## config.mk

```make
export PLATFORM = sky130hd
export DESIGN_NAME = mbd_ctrl
export DESIGN_NICKNAME = d
export VERILOG_FILES = /design/src/design/mbd_pkg.sv /design/src/design/mbd_ctrl.sv
export SDC_FILE = /design/constraint.sdc
export NUM_CORES = 1
export LEC_CHECK = 0
export BUFFER_PORTS_ARGS = -buffer_cell sky130_fd_sc_hd__buf_2
export CAP_MARGIN = 20
export CORE_ASPECT_RATIO = 1.2
export CORE_MARGIN = 1
export CORE_UTILIZATION = 57
export DETAILED_ROUTE_END_ITERATION = 12
export GPL_ROUTABILITY_DRIVEN = 0
export GPL_TIMING_DRIVEN = 1
export MAX_ROUTING_LAYER = met4
export PLACE_DENSITY = 0.82
export SYNTH_ARGS = -nofsm -noshare
export SYNTH_HDL_FRONTEND = slang
export SYNTH_SLANG_ARGS = --single-unit
```

## constraint.sdc

```tcl
create_clock -name clk -period 5.1 [get_ports clk]
set_input_delay 0.765 -clock clk [delete_from_list [all_inputs] [get_ports clk]]
set_output_delay 0.765 -clock clk [all_outputs]
set_load 0.005 [all_outputs]
```

## src/design/mbd_pkg.sv

```systemverilog
package mbd_pkg;

  // Fixed field widths
  localparam int LANES     = 4;
  localparam int BYTE_W    = 8;
  localparam int SUM_W     = BYTE_W + 1;
  localparam int LINE_W    = LANES * SUM_W;
  localparam int DIM_W     = 13;
  localparam int CHAN_W    = 3;
  localparam int CFG_IDX_W = 2;

  localparam int MAX_HEIGHT = 4096;

  // Defaults for the top-level parameters
  localparam int MAX_WIDTH_DEF    = 4096;
  localparam int MAX_CHANNELS_DEF = 4;

  // Register indexes
  localparam logic [CFG_IDX_W-1:0] REG_SRC_WIDTH  = 2'd0;
  localparam logic [CFG_IDX_W-1:0] REG_SRC_HEIGHT = 2'd1;
  localparam logic [CFG_IDX_W-1:0] REG_CHAN_COUNT = 2'd2;

  // Reset values of the registers
  localparam logic [DIM_W-1:0]  SRC_WIDTH_RST  = 13'd1;
  localparam logic [DIM_W-1:0]  SRC_HEIGHT_RST = 13'd1;
  localparam logic [CHAN_W-1:0] CHAN_COUNT_RST = 3'd4;

  typedef struct packed {
    logic [BYTE_W-1:0] chan_d_in;
    logic [BYTE_W-1:0] chan_c_in;
    logic [BYTE_W-1:0] chan_b_in;
    logic [BYTE_W-1:0] chan_a_in;
  } in_item_t;

  typedef struct packed {
    logic              image_last;
    logic [BYTE_W-1:0] chan_d_out;
    logic [BYTE_W-1:0] chan_c_out;
    logic [BYTE_W-1:0] chan_b_out;
    logic [BYTE_W-1:0] chan_a_out;
  } out_item_t;

  typedef struct packed {
    logic [CFG_IDX_W-1:0] reg_index;
    logic [DIM_W-1:0]     reg_value;
  } cfg_item_t;

  // Per-request decision from the position counters
  typedef struct packed {
    logic emit;     // request completes an output texel
    logic last;     // that texel closes the mip level
    logic quad;     // 2x2 average, else pair average
    logic line_wr;  // store the pair sum in the line store
    logic line_rd;  // fetch the pair sum of the row above
  } ctrl_t;

endpackage

```

## src/design/mbd_ctrl.sv

```systemverilog
module mbd_ctrl #(
  parameter int MAX_WIDTH = 4096,
  parameter int AW        = 11
) (
  input  logic                      clk,
  input  logic                      rst_n,
  input  logic                      adv,
  input  logic [mbd_pkg::DIM_W-1:0] src_width,
  input  logic [mbd_pkg::DIM_W-1:0] src_height,
  output mbd_pkg::ctrl_t            ctrl,
  output logic [AW-1:0]             line_addr
);

  localparam int DW = mbd_pkg::DIM_W;
  localparam logic [DW+1:0] MaxW = (DW + 2)'(MAX_WIDTH);
  localparam logic [DW-1:0] MaxH = DW'(mbd_pkg::MAX_HEIGHT);

  logic [DW-1:0] col_r, col_nxt;
  logic [DW-1:0] row_r, row_nxt;
  logic [DW-1:0] w, h, w2, h2;
  logic [DW-1:0] half_col;
  logic [DW:0]   col_inc, row_inc;
  logic [DW:0]   pos_sum, pair_lim;
  logic          quad, block_hit, pair_hit, single;

  // Clamp the dimensions
  always_comb begin
    if (src_width == '0) begin
      w = DW'(1);
    end else if ({2'b00, src_width} > MaxW) begin
      w = MaxW[DW-1:0];
    end else begin
      w = src_width;
    end
    if (src_height == '0) begin
      h = DW'(1);
    end else if (src_height > MaxH) begin
      h = MaxH;
    end else begin
      h = src_height;
    end
  end

  assign w2     = {w[DW-1:1], 1'b0};
  assign h2     = {h[DW-1:1], 1'b0};
  assign quad   = (w[DW-1:1] != '0) && (h[DW-1:1] != '0);
  assign single = (w == DW'(1)) && (h == DW'(1));

  // 2x2 block position test
  assign block_hit = col_r[0] && (col_r < w2) && (row_r < h2);

  // Single row or column: pair texels in stream order
  assign pos_sum  = {1'b0, col_r} + {1'b0, row_r};
  assign pair_lim = {1'b0, w2} + {1'b0, h2};
  assign pair_hit = !quad && !single && pos_sum[0] && (pos_sum < pair_lim);

  always_comb begin
    ctrl.quad    = quad;
    ctrl.line_wr = quad && block_hit && !row_r[0];
    ctrl.line_rd = quad && block_hit && row_r[0];
    if (quad) begin
      ctrl.emit = block_hit && row_r[0];
      ctrl.last = (row_r == h2 - DW'(1)) && (col_r == w2 - DW'(1));
    end else begin
      ctrl.emit = pair_hit;
      ctrl.last = (pos_sum == pair_lim - (DW + 1)'(1));
    end
  end

  assign half_col  = col_r >> 1;
  assign line_addr = half_col[AW-1:0];

  // Advance the raster position, wrapping at row and image end
  assign col_inc = {1'b0, col_r} + (DW + 1)'(1);
  assign row_inc = {1'b0, row_r} + (DW + 1)'(1);

  always_comb begin
    col_nxt = col_inc[DW-1:0];
    row_nxt = row_r;
    if (col_inc >= {1'b0, w}) begin
      col_nxt = '0;
      if (row_inc >= {1'b0, h}) begin
        row_nxt = '0;
      end else begin
        row_nxt = row_inc[DW-1:0];
      end
    end
  end

  always_ff @(posedge clk) begin
    if (!rst_n) begin
      col_r <= '0;
      row_r <= '0;
    end else if (adv) begin
      col_r <= col_nxt;
      row_r <= row_nxt;
    end
  end

endmodule

```

==> reports/qor.txt, run 1 <==
Final-layout fill cell count: 793
Initial core utilization: 59.9%
Cells after Synth: 733
Post-synth ARST share: 0%
Vias in the first global route: 5385
Crit path kind: input port to primary output
Setup TNS: 0 ns
Post-Route WL: 16100 um
Syn_area_per_cell: 7.49 sq um
Area growth, synth to finish: 8.68%
CP arrival: 4.26 ns
I/O Buffers: 44
Yosys reg bits: 26
Max incr delay on CP: 0.37 ns
TritonCTS clock tree: built
Maxcap violations: 0
Critical Path RT: 4.34 ns
Maximum clock rate: 199 MHz
Initial antenna violation count: 0
DR WL/cell: 18.1 um
Post-synth EDFFs: 0
Total grt overflow: 0
Number of remaining DRC errors: 0
Dominant cell type by area after synthesis: ha_1
Crit Path Max Fanout: 8
# placed instances: 876
Unique masters post-synth: 77
Period minus WS final: 5.03 ns
CTS buffer count: 3
Post-synth net total: 857
Detail Placement HPWL: 13000 um
CTS Hold Bufs: 0
Vias: 5650
Met2 usage: 55.2%
Hold_ws: 0.614 ns
Inserted Diodes: 0
Gr busiest metal: met2
Crit start category: input port
Routing usage on met1: 36.6%
Hold Path Class: flip-flop to flip-flop
Largest net degree at the start of global routing: 29
Area contributors post-synth: ha_1 21%, dfxtp_1 9.5%, xnor2_1 8.0%, xor2_1 5.3%, a21oi_1 3.8%
Largest delay share family, worst path: compound AO/OA/AOI/OAI gates
Leak: 2.87 nW
Max transition margin: 61.0%
CTS root buf: clkbuf_8
Clk sinks: 26
Cell Chain, Critical Path: buf_2 -> clkinvlp_4 -> nand2_1 -> inv_1 -> ha_4 -> inv_1 -> fa_2 -> nor2b_2 -> o2111a_1 -> nor3_1 -> o31ai_1 -> a21oi_2 -> xnor2_2 -> inv_1 -> ha_1 -> and4_1 -> a21oi_1 -> o2111ai_1 -> o21ai_0 -> buf_2
Core Area: 9180 sq um
Commonest non-fill, non-tap cell in the layout: ha_1
Worst Tran Pin Value: 0.584 ns
Die ar.: 10000 sq um
Sequential area share after synthesis: 9.48%
Die height: 110 um
Yosys warning count: 0
Top cell type's share of synthesized area: 21.2%
Antenna-violating nets left: 0
Fin. Hold Viols: 0
Worst-skew pair later-pin latency: 0.28 ns
Tcrit/Tclk final: 98.6%
Via density: 6.38
Clock Skew: 0.00216 ns
Most frequent cells in the layout: 91 x ha_1, 53 x nand2_1, 49 x xnor2_1, 47 x inv_1, 45 x nor2_1
Ys flop type: dfxtp_1
Final slew viol count: 0
Grt met3 use: 3.11%
Final Non-Filler Cells: 886
Final setup violation count: 0
Chip width: 91.6 um
Layout cells sized above 1: 13.6%
Buf/Inv on CP: 6
Reg2reg setup slack: 1.21 ns
Synthesized area: 5490 sq um
First-pass GRT wire length: 25000 um
Maximum clock path buffer count: 2
Critical Path Most Common Cell: inv_1
Number of H-tree levels: 1
Initial DRC count: 425
Power per Cell Area: 120 nW/um^2
Slowest CP cell: fa_2
Status: finished clean
Fin nets: 891
Worst Setup End Kind: primary output
DR pass1 iterations: 5
Core Util, Final: 65.1%
I/O pin count: 45
Total GRT Usage: 32.2%
Peak supply drop: 0.156 mV
CTS clk-pin slew, worst paths: 0.09 ns
Row cnt: 38
## registers in the layout (all words and copies together) (netlist names)
register	count
col_r	13
row_r	13
## cell families after synthesis
| family | Yosys count | share of synthesized area, % |
|---|---|---|
| buffers and inverters | 83 | 6.54 |
| multiplexers | 2 | 0.387 |
| AO/OA/AOI/OAI | 183 | 22.2 |
| XOR/XNOR | 86 | 14.3 |
| flip-flops | 26 | 9.48 |
| adder cells (fa/ha/maj) | 95 | 21.9 |
| AND/OR/NAND/NOR | 258 | 25.1 |
## repair_timing
action | 4_1_cts | 5_1_grt
resized for setup | 1 | 14
setup endpoints to repair | 1 | 2
pin swaps | 0 | 5
buffers inserted | 0 | 6
## path summary, 6_finish.rpt
kind | end | cells after the start | from
worst min register to register | row_r[11] | 2 | row_r[11]
worst max register to register | row_r[8] | 15 | row_r[4]
worst max-delay path | ctrl[4] | 20 | src_height[12]
worst min-delay path | row_r[11] | 2 | row_r[11]
## cells in the mapped netlist (all sizes together) (10+ instances only)
library cell   n
a21oi         42
xor2          34
a21o          27
nor3          26
o21a          18
dfxtp         26
xnor2         52
ha            93
inv           47
nor4          10
nand2b        27
clkbuf        19
o21ai         37
nand3         31
nand2         55
buf           16
nor2b         11
nor2          45
and3          11
## metrics by stage
step / setup WS (ns) / cell area [sq um] / power, mW
final: 0.0711 / 5970 / 0.715
after global routing: -0.0746 / 5970 / 0.756
after CTS: 0.0112 / 5870 / 0.702
after detailed placement: -0.0644 / 5790 / 0.521
after global placement: 0.184 / 5790 / 0.507
after floorplan: 0.0965 / 5490 / 0.438
## layout make-up
cell class                 count  area (sq um)  area share (%)
clock buffer                   3          41.3           0.692
clock inverter                 1          30.0           0.503
inverter                      48           184            3.08
multi-input combinational    624          4670            78.3
sequential                    26           520            8.72
tap                          120           150            2.52
timing repair buffer          64           370            6.20
## power breakdown
part	internal (mW)	leakage, nW	total [mW]	switching [mW]
logic	0.140	2.62	0.329	0.189
clock network	0.105	0.0357	0.177	0.0721
registers	0.205	0.210	0.208	0.00323
## routing by layer
metal  vias to the layer above  wire length, um
met4                         0              932
met3                        82              997
met1                      2627             6450
li1                       2687                -
met5                         -                0
met2                       254             7680
## worst min-delay path: cells and delay by family (launching register included)
kind	cells	cell delay, ns
simple gates	1	0.10
flops	1	0.39
compound gates	1	0.08
(Power assumes the default switching activity.)
==> inputs of run 2 (changes only) <==
PLACE_DENSITY = 0.85   (was 0.82)
REMOVE_ABC_BUFFERS = 1   (was default)
==> run 2 against run 1 <==
Core utilization rose by 0.46 points. Global-route usage rose by 0.29 points. Critical path depth did not move. Fmax fell by 0.36%. First-iteration DRC count rose by 23%. Via count rose by 1.8%. Non-clock buffer count rose by 6. Final area rose by 0.71%. Count of clock-buffer cells in the layout did not move. Register-to-register slack got worse by 0.09 ns. Wire length fell by 0.16%. Final cell count rose by 0.68%. Critical endpoint unchanged. Largest cell class unchanged. Highest routed layer unchanged.
==> reports/qor.txt, run 2 (synthesis gave the netlist of run 1 again) <==
Status: finished clean
Antenna-violating nets left: 0
Detail Placement HPWL: 12900 um
Layout cells sized above 1: 14.2%
Pre-CTS WS: 0.0752 ns
Crit Path Max Fanout: 4
Critical Path RT: 4.34 ns
DP Area: 5860 sq um
Area growth, synth to finish: 9.45%
Fin. Hold Viols: 0
Core Area: 9180 sq um
Peak supply drop: 0.0935 mV
Vias in the first global route: 5499
CP arrival: 4.28 ns
# placed instances: 886
I/O Buffers: 44
DR pass1 iterations: 5
Hold Path Class: flip-flop to flip-flop
Number of remaining DRC errors: 0
Number of H-tree levels: 1
Tcrit/Tclk final: 99.0%
Power per Cell Area: 121 nW/um^2
Initial DRC count: 522
CTS root buf: clkbuf_8
Row cnt: 38
Setup TNS: 0 ns
Hold_ws: 0.578 ns
Final slew viol count: 0
Maximum clock rate: 198 MHz
Vias: 5753
Total GRT Usage: 32.5%
Fin nets: 897
Clock Skew: 0.00829 ns
I/O pin count: 45
Finished Cell Area: 6010 sq um
Via density: 6.45
Chip width: 91.6 um
Total power: 727 uW
Top Registers: col_r (13), row_r (13)
Max transition margin: 56.9%
Die ar.: 10000 sq um
Cell Chain, Critical Path: buf_2 -> inv_1 -> nand2_1 -> inv_1 -> ha_2 -> inv_1 -> fa_1 -> nor2b_2 -> o2111a_2 -> nor3_2 -> o31ai_2 -> a21oi_2 -> xnor2_2 -> inv_1 -> ha_1 -> and4_1 -> a21oi_1 -> o2111ai_2 -> o21ai_0 -> buf_2
Slowest CP cell: fa_1
Final setup violation count: 0
DR WL/cell: 18.0 um
Worst-skew pair later-pin latency: 0.30 ns
Largest net degree at the start of global routing: 29
Commonest non-fill, non-tap cell in the layout: ha_1
CTS Hold Bufs: 0
Most frequent cells in the layout: 92 x ha_1, 54 x nand2_1, 49 x xnor2_1, 47 x inv_1, 45 x nor2_1
Total grt overflow: 0
Maximum clock path buffer count: 2
Critical Path Most Common Cell: inv_1
CTS buffer count: 3
TritonCTS clock tree: built
First-pass GRT wire length: 25300 um
Crit path kind: input port to primary output
Crit start category: input port
Clk sinks: 26
Initial core utilization: 59.9%
Maxcap violations: 0
Core Util, Final: 65.5%
Period minus WS final: 5.05 ns
Initial antenna violation count: 0
Largest delay share family, worst path: compound AO/OA/AOI/OAI gates
Post-Route WL: 16000 um
Worst Setup End Kind: primary output
Inserted Diodes: 0
Leak: 2.90 nW
Final WS setup: 0.0531 ns
Final Non-Filler Cells: 892
CTS clk-pin slew, worst paths: 0.10 ns
Die height: 110 um
Worst Tran Pin Value: 0.641 ns
Max incr delay on CP: 0.42 ns
Buf/Inv on CP: 6
run 2: final cells by class:
type | count | area, sq um
fill | 772 | 3160
multi-input combinational | 624 | 4670
tap | 120 | 150
sequential | 26 | 520
clock buffer | 3 | 41.3
clock inverter | 1 | 30.0
inverter | 48 | 180
timing repair buffer | 70 | 415
run 2: layer usage:
| metal | GRT usage (%) | vias to the layer above | part of all wire [%] |
|---|---|---|---|
| li1 | - | 2694 | - |
| met1 | 37.1 | 2667 | 39 |
| met2 | 55.3 | 297 | 47 |
| met3 | 3.25 | 95 | 7.0 |
| met4 | 19.4 | 0 | 6.4 |
| met5 | - | - | 0 |
run 2: worst paths after layout:
kind	from	endpoint	slack, ns	depth (start not counted)
worst max-delay path	src_width[12]	ctrl[4]	0.05	20
worst min-delay path	row_r[11]	row_r[11]	0.58	2
worst max register to register	row_r[1]	row_r[3]	1.12	13
worst min register to register	row_r[11]	row_r[11]	0.58	2
run 2: worst reg2reg max path: cells and delay by family, from the launching register on:
family          cells  cell delay, ns
simple gates        7            1.55
fa+ha+maj           2            0.66
compound gates      2            0.65
flops               1            0.56
buf+inv             1            0.28
xor+xnor            1            0.18
run 2: repair_timing:
item / in CTS / in global routing
setup endpoints to repair: 0 / 2
setup buffers: 0 / 2
resized for setup: 0 / 15
run 2: power by group:
| part | internal (mW) | leakage [nW] | switching, mW | total [mW] |
|---|---|---|---|---|
| logic | 0.143 | 2.65 | 0.191 | 0.334 |
| registers | 0.205 | 0.210 | 0.00238 | 0.207 |
| clock network | 0.106 | 0.0357 | 0.0797 | 0.185 |
| total | 0.453 | 2.90 | 0.273 | 0.727 |
