File: src/design/mbd_pkg.sv
package mbd_pkg;

  // Fixed field widths
  localparam int LANES     = 4;
  localparam int BYTE_W    = 8;
  localparam int SUM_W     = BYTE_W + 1;
  localparam int LINE_W    = LANES * SUM_W;
  localparam int DIM_W     = 13;
  localparam int CHAN_W    = 3;
  localparam int CFG_IDX_W = 2;

  localparam int MAX_HEIGHT = 4096;

  // Defaults for the top-level parameters
  localparam int MAX_WIDTH_DEF    = 4096;
  localparam int MAX_CHANNELS_DEF = 4;

  // Register indexes
  localparam logic [CFG_IDX_W-1:0] REG_SRC_WIDTH  = 2'd0;
  localparam logic [CFG_IDX_W-1:0] REG_SRC_HEIGHT = 2'd1;
  localparam logic [CFG_IDX_W-1:0] REG_CHAN_COUNT = 2'd2;

  // Reset values of the registers
  localparam logic [DIM_W-1:0]  SRC_WIDTH_RST  = 13'd1;
  localparam logic [DIM_W-1:0]  SRC_HEIGHT_RST = 13'd1;
  localparam logic [CHAN_W-1:0] CHAN_COUNT_RST = 3'd4;

  typedef struct packed {
    logic [BYTE_W-1:0] chan_d_in;
    logic [BYTE_W-1:0] chan_c_in;
    logic [BYTE_W-1:0] chan_b_in;
    logic [BYTE_W-1:0] chan_a_in;
  } in_item_t;

  typedef struct packed {
    logic              image_last;
    logic [BYTE_W-1:0] chan_d_out;
    logic [BYTE_W-1:0] chan_c_out;
    logic [BYTE_W-1:0] chan_b_out;
    logic [BYTE_W-1:0] chan_a_out;
  } out_item_t;

  typedef struct packed {
    logic [CFG_IDX_W-1:0] reg_index;
    logic [DIM_W-1:0]     reg_value;
  } cfg_item_t;

  // Per-request decision from the position counters
  typedef struct packed {
    logic emit;     // request completes an output texel
    logic last;     // that texel closes the mip level
    logic quad;     // 2x2 average, else pair average
    logic line_wr;  // store the pair sum in the line store
    logic line_rd;  // fetch the pair sum of the row above
  } ctrl_t;

endpackage

File: src/design/mbd_lane.sv
module mbd_lane (
  input  logic                      clk,
  input  logic                      load,
  input  logic [mbd_pkg::BYTE_W-1:0] held_byte,
  input  logic [mbd_pkg::BYTE_W-1:0] cur_byte,
  input  logic                      quad,
  input  logic [mbd_pkg::SUM_W-1:0]  line_sum,
  output logic [mbd_pkg::SUM_W-1:0]  pair_sum,
  output logic [mbd_pkg::BYTE_W-1:0] result
);

  logic [mbd_pkg::SUM_W-1:0]   sum_r;
  logic [mbd_pkg::SUM_W:0]     quad_sum;

  // Horizontal pair sum of the held and current byte
  assign pair_sum = {1'b0, held_byte} + {1'b0, cur_byte};

  // Hold the pair sum for the result stage
  always_ff @(posedge clk) begin
    if (load) begin
      sum_r <= pair_sum;
    end
  end

  // Add the row above and scale
  assign quad_sum = {1'b0, sum_r} + {1'b0, line_sum};

  always_comb begin
    if (quad) begin
      result = quad_sum[mbd_pkg::SUM_W:2];
    end else begin
      result = sum_r[mbd_pkg::SUM_W-1:1];
    end
  end

endmodule

File: config.mk
export PLATFORM = sky130hd
export DESIGN_NAME = mbd_lane
export DESIGN_NICKNAME = d
export VERILOG_FILES = /design/src/design/mbd_pkg.sv /design/src/design/mbd_lane.sv
export SDC_FILE = /design/constraint.sdc
export NUM_CORES = 1
export LEC_CHECK = 0
export BUFFER_PORTS_ARGS = -buffer_cell sky130_fd_sc_hd__buf_4
export CORE_MARGIN = 3
export CORE_UTILIZATION = 53
export CTS_BUF_LIST = sky130_fd_sc_hd__clkbuf_8
export DETAILED_ROUTE_END_ITERATION = 10
export GPL_TIMING_DRIVEN = 0
export PLACE_DENSITY = 0.95
export SYNTH_ARGS = -nofsm -noshare
export SYNTH_HDL_FRONTEND = slang
export SYNTH_SLANG_ARGS = --single-unit
File: constraint.sdc
create_clock -name clk -period 4.8 [get_ports clk]
set_input_delay 0.96 -clock clk [delete_from_list [all_inputs] [get_ports clk]]
set_output_delay 0.96 -clock clk [all_outputs]
set_load 0.01 [all_outputs]
==> run_results.csv, run 1 <==
group,metric,value,unit
final_layout,largest_register_ffs,9,
global_route,grt_max_degree,11,
hold_path,min_path_cells,1,
floorplan,core_area,0.001802,sq mm
timing,rsz0062_at_grt,"no",
yosys,synthArstFlopShare,0,%
yosys,synth-edff-count,9,
yosys,synth_flop_cell,"edfxtp_1",
timing,fin_hold_ws,1.021,ns
timing,worst_pin_slew,0.4597,ns
place,gp_congestion,0.8579,
place,hpwl,2225,um
timing,finalCriticalPeriod,3.618,ns
status,status,"complete, no violations",
final_layout,num_antenna_cells,0,
worst_setup_path,crit_fanout,4,
global_route,grt_pass1_vias,1093,
clocking,cts_tree,"built",
final_layout,top_regs,"sum_r x9",
timing,setup_viol,0,
detailed_routing,post_drt_via_cell_ratio,5.807,
timing,setup_ws,1.182,ns
floorplan,dieArea,0.002553,sq mm
final_layout,drive_above_1_share,35.90,%
yosys,syn_inst,108,
detailed_routing,wire_per_inst,14.43,um
floorplan,die_w,50.53,um
final_layout,final.fill_count,127,
yosys,synth_area,0.001051,sq mm
timing,post-route-period-util,75.38,%
yosys,ys_seq_area_share,25.71,%
clocking,clock_path_buffers,2,
yosys,ys_ff_latch,9,
floorplan,io_pins,45,
yosys,ys_warn_count,0,
flow_run,max_cap_viol_count,0,
clocking,post_cts_resized,0,
worst_setup_path,required,3.84,ns
yosys,syn_area_per_cell,9.732,sq um
global_route,overflow,0,
timing,fmax,276.4,MHz
timing,hold_viol,0,
yosys,synth_nets,153,
hold_path,hp-class,"in -> reg",
detailed_routing,drtAntennaViolNets,0,
power_and_ir_drop,p_leak,0.0006886,uW
final_layout,top_register,"sum_r",
detailed_routing,wl,2611,um
clocking,htreeDepth,1,
floorplan,initial_core_util,58.33,%
detailed_routing,drt_iter0_drc,30,
detailed_routing,drtPass1Iterations,4,
worst_setup_path,critPathCaptureType,"primary output",
yosys,synth_cell_types,38,
final_layout,fin_util,80.90,%
final_layout,multi_input_area,769.5,sq um
detailed_routing,num_vias,1051,
floorplan,die_y,50.53,um
final_layout,layout_common_cells,"buf_4, ha_1, a21oi_1",
global_route,track_usage,21.97,%
clocking,cts-root-buf,"clkbuf_8",
clocking,cts_buffers,3,
final_layout,layout_commonest_cell,"buf_4",
timing,setup_tns,0,ns
place,dp_slack,1.198,ns
final_layout,syn2layout_area_growth,38.69,%
clocking,cts_setup_buffers,0,
detailed_routing,drc,0,
clocking,ctsHoldBuffers,0,
final_layout,nets,202,
global_route,antenna_found_initial,0,
worst_setup_path,criticalPathCategory,"in -> out",
global_route,grt_pass1_wl,4340,um
clocking,clk_pin_slew,0.04,ns
timing,maxSlewViolCount,0,
power_and_ir_drop,ir_worst_vdd,0.0002004,V
timing,relSlewSlack,69.35,%
power_and_ir_drop,p_per_area,292.7,mW/mm^2
worst_setup_path,critPathLaunchType,"primary input",
clocking,clock_sinks,9,
worst_setup_path,arrival,2.66,ns
final_layout,fin_cells,181,
place,port_buffers,44,
final_layout,ff_latch_area,270.3,sq um
floorplan,fp-row-count,15,
place,dp.cells,177,
-- worst max-delay path, stage by stage --
cell     delay, ns
buf_4         0.11
ha_1          0.23
fa_1          0.41
a21o_1        0.17
a21o_1        0.23
a211o_1       0.31
nand3_1       0.11
buf_4         0.14
-- final timing paths --
| path | slack (ns) | startpoint | endpoint |
|---|---|---|---|
| setup / recovery | 1.18 | held_byte[0] | pair_sum[6] |
| hold / removal | 1.02 | load | sum_r[3]$_DFFE_PP_ |
-- stage by stage --
step | instance area [sq um] | power [uW]
2_1_floorplan | 1051 | 252.4
3_3_place_gp | 1413 | 332.1
3_5_place_dp | 1413 | 346.1
4_1_cts | 1458 | 427.2
5_1_grt | 1458 | 457.0
6_report | 1458 | 426.6
-- logic make-up after synthesis --
family	after synthesis	share of synthesized area (%)
buffers and inverters	3	1.071
AO/OA/AOI/OAI	39	26.19
multiplexers	4	4.166
adder cells (fa/ha/maj)	17	20.95
AND/OR/NAND/NOR	28	15.24
flip-flops	9	25.71
XOR/XNOR	8	6.666
-- layer usage --
metal  up-vias  track usage [%]  routed length [um]
met2        38            42.39                1424
met1       483            22.96                1010
met3         2            4.748                 164
met4         0            7.623                  12
li1        528                -                   -
met5         -                0                   0
-- power breakdown --
group          leakage [uW]  switching (uW)  internal, uW
clock network     0.0000269            25.8          55.3
registers         0.0000880            6.75           103
logic              0.000574             118           118
-- cell type report --
type | instances | area share [%]
Multi-Input combinational cell | 96 | 52.79
Timing Repair Buffer | 44 | 22.66
Tap cell | 25 | 2.146
Sequential cell | 9 | 18.54
Clock buffer | 3 | 2.833
Clock inverter | 1 | 0.2575
Buffer | 1 | 0.2575
Inverter | 2 | 0.5150
-- cell usage after synthesis, drive strengths merged (3+ instances only) --
cell    instances  area share (%)
a211oi          4             4.0
a21o            6             4.3
a21oi          11             5.6
edfxtp          9              26
ha             16              19
mux2            3             3.2
nand2           7             2.5
nand3           3             1.4
nand4           3             1.8
o21ai           7             3.3
xnor2           4             3.3
xor2            4             3.3
No activity file was read; power rests on OpenSTA's default activity.
==> run 2, diff against run 1 <==
--- a/config.mk
+++ b/config.mk
@@ -7,11 +7,11 @@
 export LEC_CHECK = 0
 export BUFFER_PORTS_ARGS = -buffer_cell sky130_fd_sc_hd__buf_4
 export CORE_MARGIN = 3
-export CORE_UTILIZATION = 53
+export CORE_UTILIZATION = 44
 export CTS_BUF_LIST = sky130_fd_sc_hd__clkbuf_8
 export DETAILED_ROUTE_END_ITERATION = 10
 export GPL_TIMING_DRIVEN = 0
-export PLACE_DENSITY = 0.95
+export PLACE_DENSITY = 0.87
 export SYNTH_ARGS = -nofsm -noshare
 export SYNTH_HDL_FRONTEND = slang
 export SYNTH_SLANG_ARGS = --single-unit
==> constraint.sdc (replaced) <==
create_clock -name clk -period 3.2 [get_ports clk]
set_input_delay 0.64 -clock clk [delete_from_list [all_inputs] [get_ports clk]]
set_output_delay 0.64 -clock clk [all_outputs]
set_load 0.01 [all_outputs]
==> run_results.csv, run 2 (synthesis results as in run 1) <==
group,metric,value,unit
detailed_routing,drtPass1Iterations,4,
power_and_ir_drop,p_per_area,435.9,mW/mm^2
power_and_ir_drop,p_leak,0.0006886,uW
final_layout,syn2layout_area_growth,39.05,%
floorplan,io_pins,45,
floorplan,fp-row-count,17,
place,gp_congestion,0.7560,
worst_setup_path,critPathCaptureType,"primary output",
final_layout,final.fill_count,172,
timing,relSlewSlack,65.64,%
timing,rsz0062_at_grt,"no",
clocking,post_cts_resized,0,
timing,hold_viol,0,
power_and_ir_drop,ir_worst_vdd,0.0002880,V
clocking,clock_sinks,9,
final_layout,nets,202,
floorplan,initial_core_util,47.06,%
detailed_routing,drtAntennaViolNets,0,
clocking,cts_setup_buffers,0,
detailed_routing,num_vias,1095,
floorplan,die_w,54.88,um
global_route,track_usage,17.93,%
power_and_ir_drop,power,637.0,uW
timing,setup_viol,0,
global_route,grt_pass1_wl,3801,um
final_layout,num_antenna_cells,0,
global_route,grt_max_degree,11,
worst_setup_path,criticalPathCategory,"in -> out",
global_route,gr-usage-met3,4.632,%
clocking,cts_tree,"built",
detailed_routing,post_drt_via_cell_ratio,5.951,
clocking,htreeDepth,1,
final_layout,fin_cells,184,
timing,maxSlewViolCount,0,
clocking,cts_buffers,3,
timing,worst_pin_slew,0.5154,ns
floorplan,dieArea,0.003011,sq mm
worst_setup_path,required,2.56,ns
timing,fmax,337.0,MHz
global_route,overflow,0,
worst_setup_path,crit_fanout,4,
final_layout,top_regs,"sum_r x9",
global_route,antenna_found_initial,0,
flow_run,max_cap_viol_count,0,
worst_setup_path,arrival,2.33,ns
global_route,gr-max-usage-layer,"met2",
global_route,grtUsageMet1,18.73,%
place,dp.cells,180,
place,port_buffers,44,
detailed_routing,wire_per_inst,13.85,um
floorplan,die_y,54.88,um
final_layout,fin_util,65.43,%
final_layout,largest_register_ffs,9,
timing,post-route-period-util,92.72,%
clocking,clock_path_buffers,2,
final_layout,layout_commonest_cell,"buf_4",
clocking,clk_pin_slew,0.04,ns
clocking,cts-root-buf,"clkbuf_8",
detailed_routing,drc,0,
place,hpwl,2158,um
detailed_routing,wl,2549,um
timing,setup_tns,0,ns
hold_path,hp-class,"in -> reg",
detailed_routing,drt_iter0_drc,24,
floorplan,core_area,0.002233,sq mm
final_layout,layout_common_cells,"buf_4, ha_1, a21oi_1",
final_layout,drive_above_1_share,35.90,%
worst_setup_path,critPathLaunchType,"primary input",
final_layout,top_register,"sum_r",
timing,finalCriticalPeriod,2.967,ns
status,status,"complete, no violations",
global_route,grt_util_met2,30.51,%
clocking,ctsHoldBuffers,0,
global_route,grt_pass1_vias,989,
[run 2: where the power goes]
group | internal [uW] | leakage, uW | switching [uW]
registers | 154 | 0.0000880 | 9.94
logic | 177 | 0.000574 | 174
clock network | 83.0 | 0.0000269 | 39.6
total | 414 | 0.000689 | 223
[run 2: layer usage]
layer	up-vias	wire (um)
met3	8	216
li1	526	-
met2	52	1290
met5	-	0
met1	509	972
met4	0	70
[run 2: stage by stage]
step | setup slack, ns | hold WS, ns | area (sq um)
2_1_floorplan | 0.5421 | 0.7525 | 1051
3_3_place_gp | 0.2526 | 0.9311 | 1416
4_1_cts | 0.2289 | 0.6914 | 1461
3_5_place_dp | 0.2295 | 0.9317 | 1416
5_1_grt | 0.08687 | 0.7070 | 1461
6_report | 0.2330 | 0.6997 | 1461
[run 2: area by class of cell]
cell class | instances | area (sq um) | area share (%)
buffer | 1 | 3.754 | 0.2568
clock buffer | 3 | 41.29 | 2.825
clock inverter | 1 | 3.754 | 0.2568
inverter | 2 | 7.507 | 0.5137
multi-input combinational | 96 | 769.5 | 52.65
sequential | 9 | 270.3 | 18.49
tap | 28 | 35.03 | 2.397
timing repair buffer | 44 | 330.3 | 22.60
[run 2: worst paths after layout]
kind / from / cells past startpoint / endpoint
max: held_byte[0] / 8 / pair_sum[8]
min: load / 1 / sum_r[7]$_DFFE_PP_
[run 2: worst max-delay path, stage by stage]
cell      delay [ns]
buf_4           0.11
ha_1            0.23
fa_1            0.41
a21o_1          0.17
a21o_1          0.22
a211oi_1        0.24
o21ai_0         0.14
buf_4           0.16
==> run 3, diff against run 2 <==
--- a/config.mk
+++ b/config.mk
@@ -7,11 +7,11 @@
 export LEC_CHECK = 0
 export BUFFER_PORTS_ARGS = -buffer_cell sky130_fd_sc_hd__buf_4
 export CORE_MARGIN = 3
-export CORE_UTILIZATION = 44
+export CORE_UTILIZATION = 49
 export CTS_BUF_LIST = sky130_fd_sc_hd__clkbuf_8
 export DETAILED_ROUTE_END_ITERATION = 10
 export GPL_TIMING_DRIVEN = 0
-export PLACE_DENSITY = 0.87
+export PLACE_DENSITY = 0.91
 export SYNTH_ARGS = -nofsm -noshare
 export SYNTH_HDL_FRONTEND = slang
 export SYNTH_SLANG_ARGS = --single-unit
==> constraint.sdc (replaced) <==
create_clock -name clk -period 2.8 [get_ports clk]
set_input_delay 0.56 -clock clk [delete_from_list [all_inputs] [get_ports clk]]
set_output_delay 0.56 -clock clk [all_outputs]
set_load 0.01 [all_outputs]
==> run_results.csv, run 3 (synthesis results as in run 1) <==
group,metric,value,unit
detailed_routing,drtAntennaViolNets,0,
worst_setup_path,critPathBufInv,2,
final_layout,final_area,0.001468,sq mm
power_and_ir_drop,p_leak,0.0006887,uW
place,place_area,0.001415,sq mm
global_route,grt_max_degree,11,
clocking,post_cts_resized,0,
place,gp_congestion,0.7710,
global_route,grt_pass1_vias,1091,
timing,setup_viol,0,
worst_setup_path,arrival,2.19,ns
detailed_routing,drc,0,
place,dp.cells,179,
worst_setup_path,criticalPathCategory,"in -> out",
worst_setup_path,crit_fanout,4,
flow_run,max_cap_viol_count,0,
clocking,ctsHoldBuffers,0,
final_layout,top_register,"sum_r",
worst_setup_path,critical_path.cell_chain,"buf_4, ha_1, fa_2, a21o_1, a21o_1, a211oi_2, o21ai_0, buf_4",
timing,hold_viol,0,
place,port_buffers,44,
final_layout,num_antenna_cells,0,
timing,finalCriticalPeriod,2.748,ns
clocking,cts_setup_buffers,0,
global_route,track_usage,19.71,%
final_layout,layout_commonest_cell,"buf_4",
floorplan,dieArea,0.002737,sq mm
detailed_routing,drtPass1Iterations,4,
clocking,cts-root-buf,"clkbuf_8",
final_layout,layout_common_cells,"buf_4, ha_1, a21oi_1",
clocking,clock_sinks,9,
floorplan,initial_core_util,52.50,%
power_and_ir_drop,ir_worst_vdd,0.0003168,V
power_and_ir_drop,p_per_area,498.7,mW/mm^2
worst_setup_path,critPathLaunchType,"primary input",
detailed_routing,drt_iter0_drc,14,
hold_path,hp-class,"in -> reg",
clocking,cts_tree,"built",
final_layout,drive_above_1_share,37.18,%
place,hpwl,2100,um
floorplan,die_w,52.32,um
detailed_routing,wl,2486,um
floorplan,core_area,0.002002,sq mm
final_layout,top_regs,"sum_r x9",
global_route,grt_pass1_wl,4153,um
floorplan,fp-row-count,16,
floorplan,io_pins,45,
clocking,clk_pin_slew,0.04,ns
clocking,htreeDepth,1,
timing,maxSlewViolCount,0,
worst_setup_path,cpPeakStageDelay,0.36,ns
final_layout,syn2layout_area_growth,39.64,%
global_route,antenna_found_initial,0,
worst_setup_path,slowest_stage,"fa_2",
timing,post-route-period-util,98.13,%
timing,worst_pin_slew,0.4559,ns
status,status,"complete, no violations",
worst_setup_path,critPathCaptureType,"primary output",
clocking,cts_buffers,3,
worst_setup_path,required,2.24,ns
final_layout,fin_util,73.31,%
timing,relSlewSlack,69.60,%
worst_setup_path,cp_top_family,"compound AO/OA/AOI/OAI gates",
timing,setup_tns,0,ns
floorplan,die_y,52.32,um
clocking,clock_path_buffers,2,
final_layout,nets,202,
detailed_routing,wire_per_inst,13.58,um
detailed_routing,post_drt_via_cell_ratio,5.689,
timing,fmax,363.9,MHz
global_route,overflow,0,
detailed_routing,num_vias,1041,
final_layout,largest_register_ffs,9,
final_layout,fin_cells,183,
-- run 3: cell counts in the layout (fill, tap and decap cells not counted) --
Identical to the previous run, type by type.
-- run 3: per-layer routing --
metal,part of all wire (%),vias to the layer above,routed length (um),GRT usage [%]
li1,-,524,-,-
met1,38,475,945,21.52
met2,53,40,1324,35.95
met3,8.0,2,200,3.704
met4,0.64,0,16,9.362
met5,0,-,0,0
-- run 3: worst paths after layout --
| check | start | to | slack (ns) | cells after the start |
|---|---|---|---|---|
| min | load | sum_r[5]$_DFFE_PP_ | 0.62 | 1 |
| max | held_byte[0] | pair_sum[8] | 0.05 | 8 |
-- run 3: cell type report --
type	count	area (sq um)
Clock buffer	3	41.29
Clock inverter	1	3.754
Inverter	2	7.507
Sequential cell	9	270.3
Fill cell	136	534.3
Tap cell	27	33.78
Multi-Input combinational cell	96	777.0
Timing Repair Buffer	44	330.3
Buffer	1	3.754
-- run 3: stage by stage --
stage | power [uW] | hold slack (ns) | worst slack, ns
floorplan | 432.6 | 0.6725 | 0.3021
global placement | 569.9 | 0.8455 | 0.01061
detailed placement | 587.9 | 0.8505 | -0.003448
CTS | 731.3 | 0.6135 | 0.006904
global route | 782.2 | 0.6239 | -0.01470
finish | 732.0 | 0.6166 | 0.05223
-- run 3: power breakdown --
group          internal, uW  switching [uW]
clock network          95.0            46.3
logic                   203             199
registers               176            12.2
total                   474             258
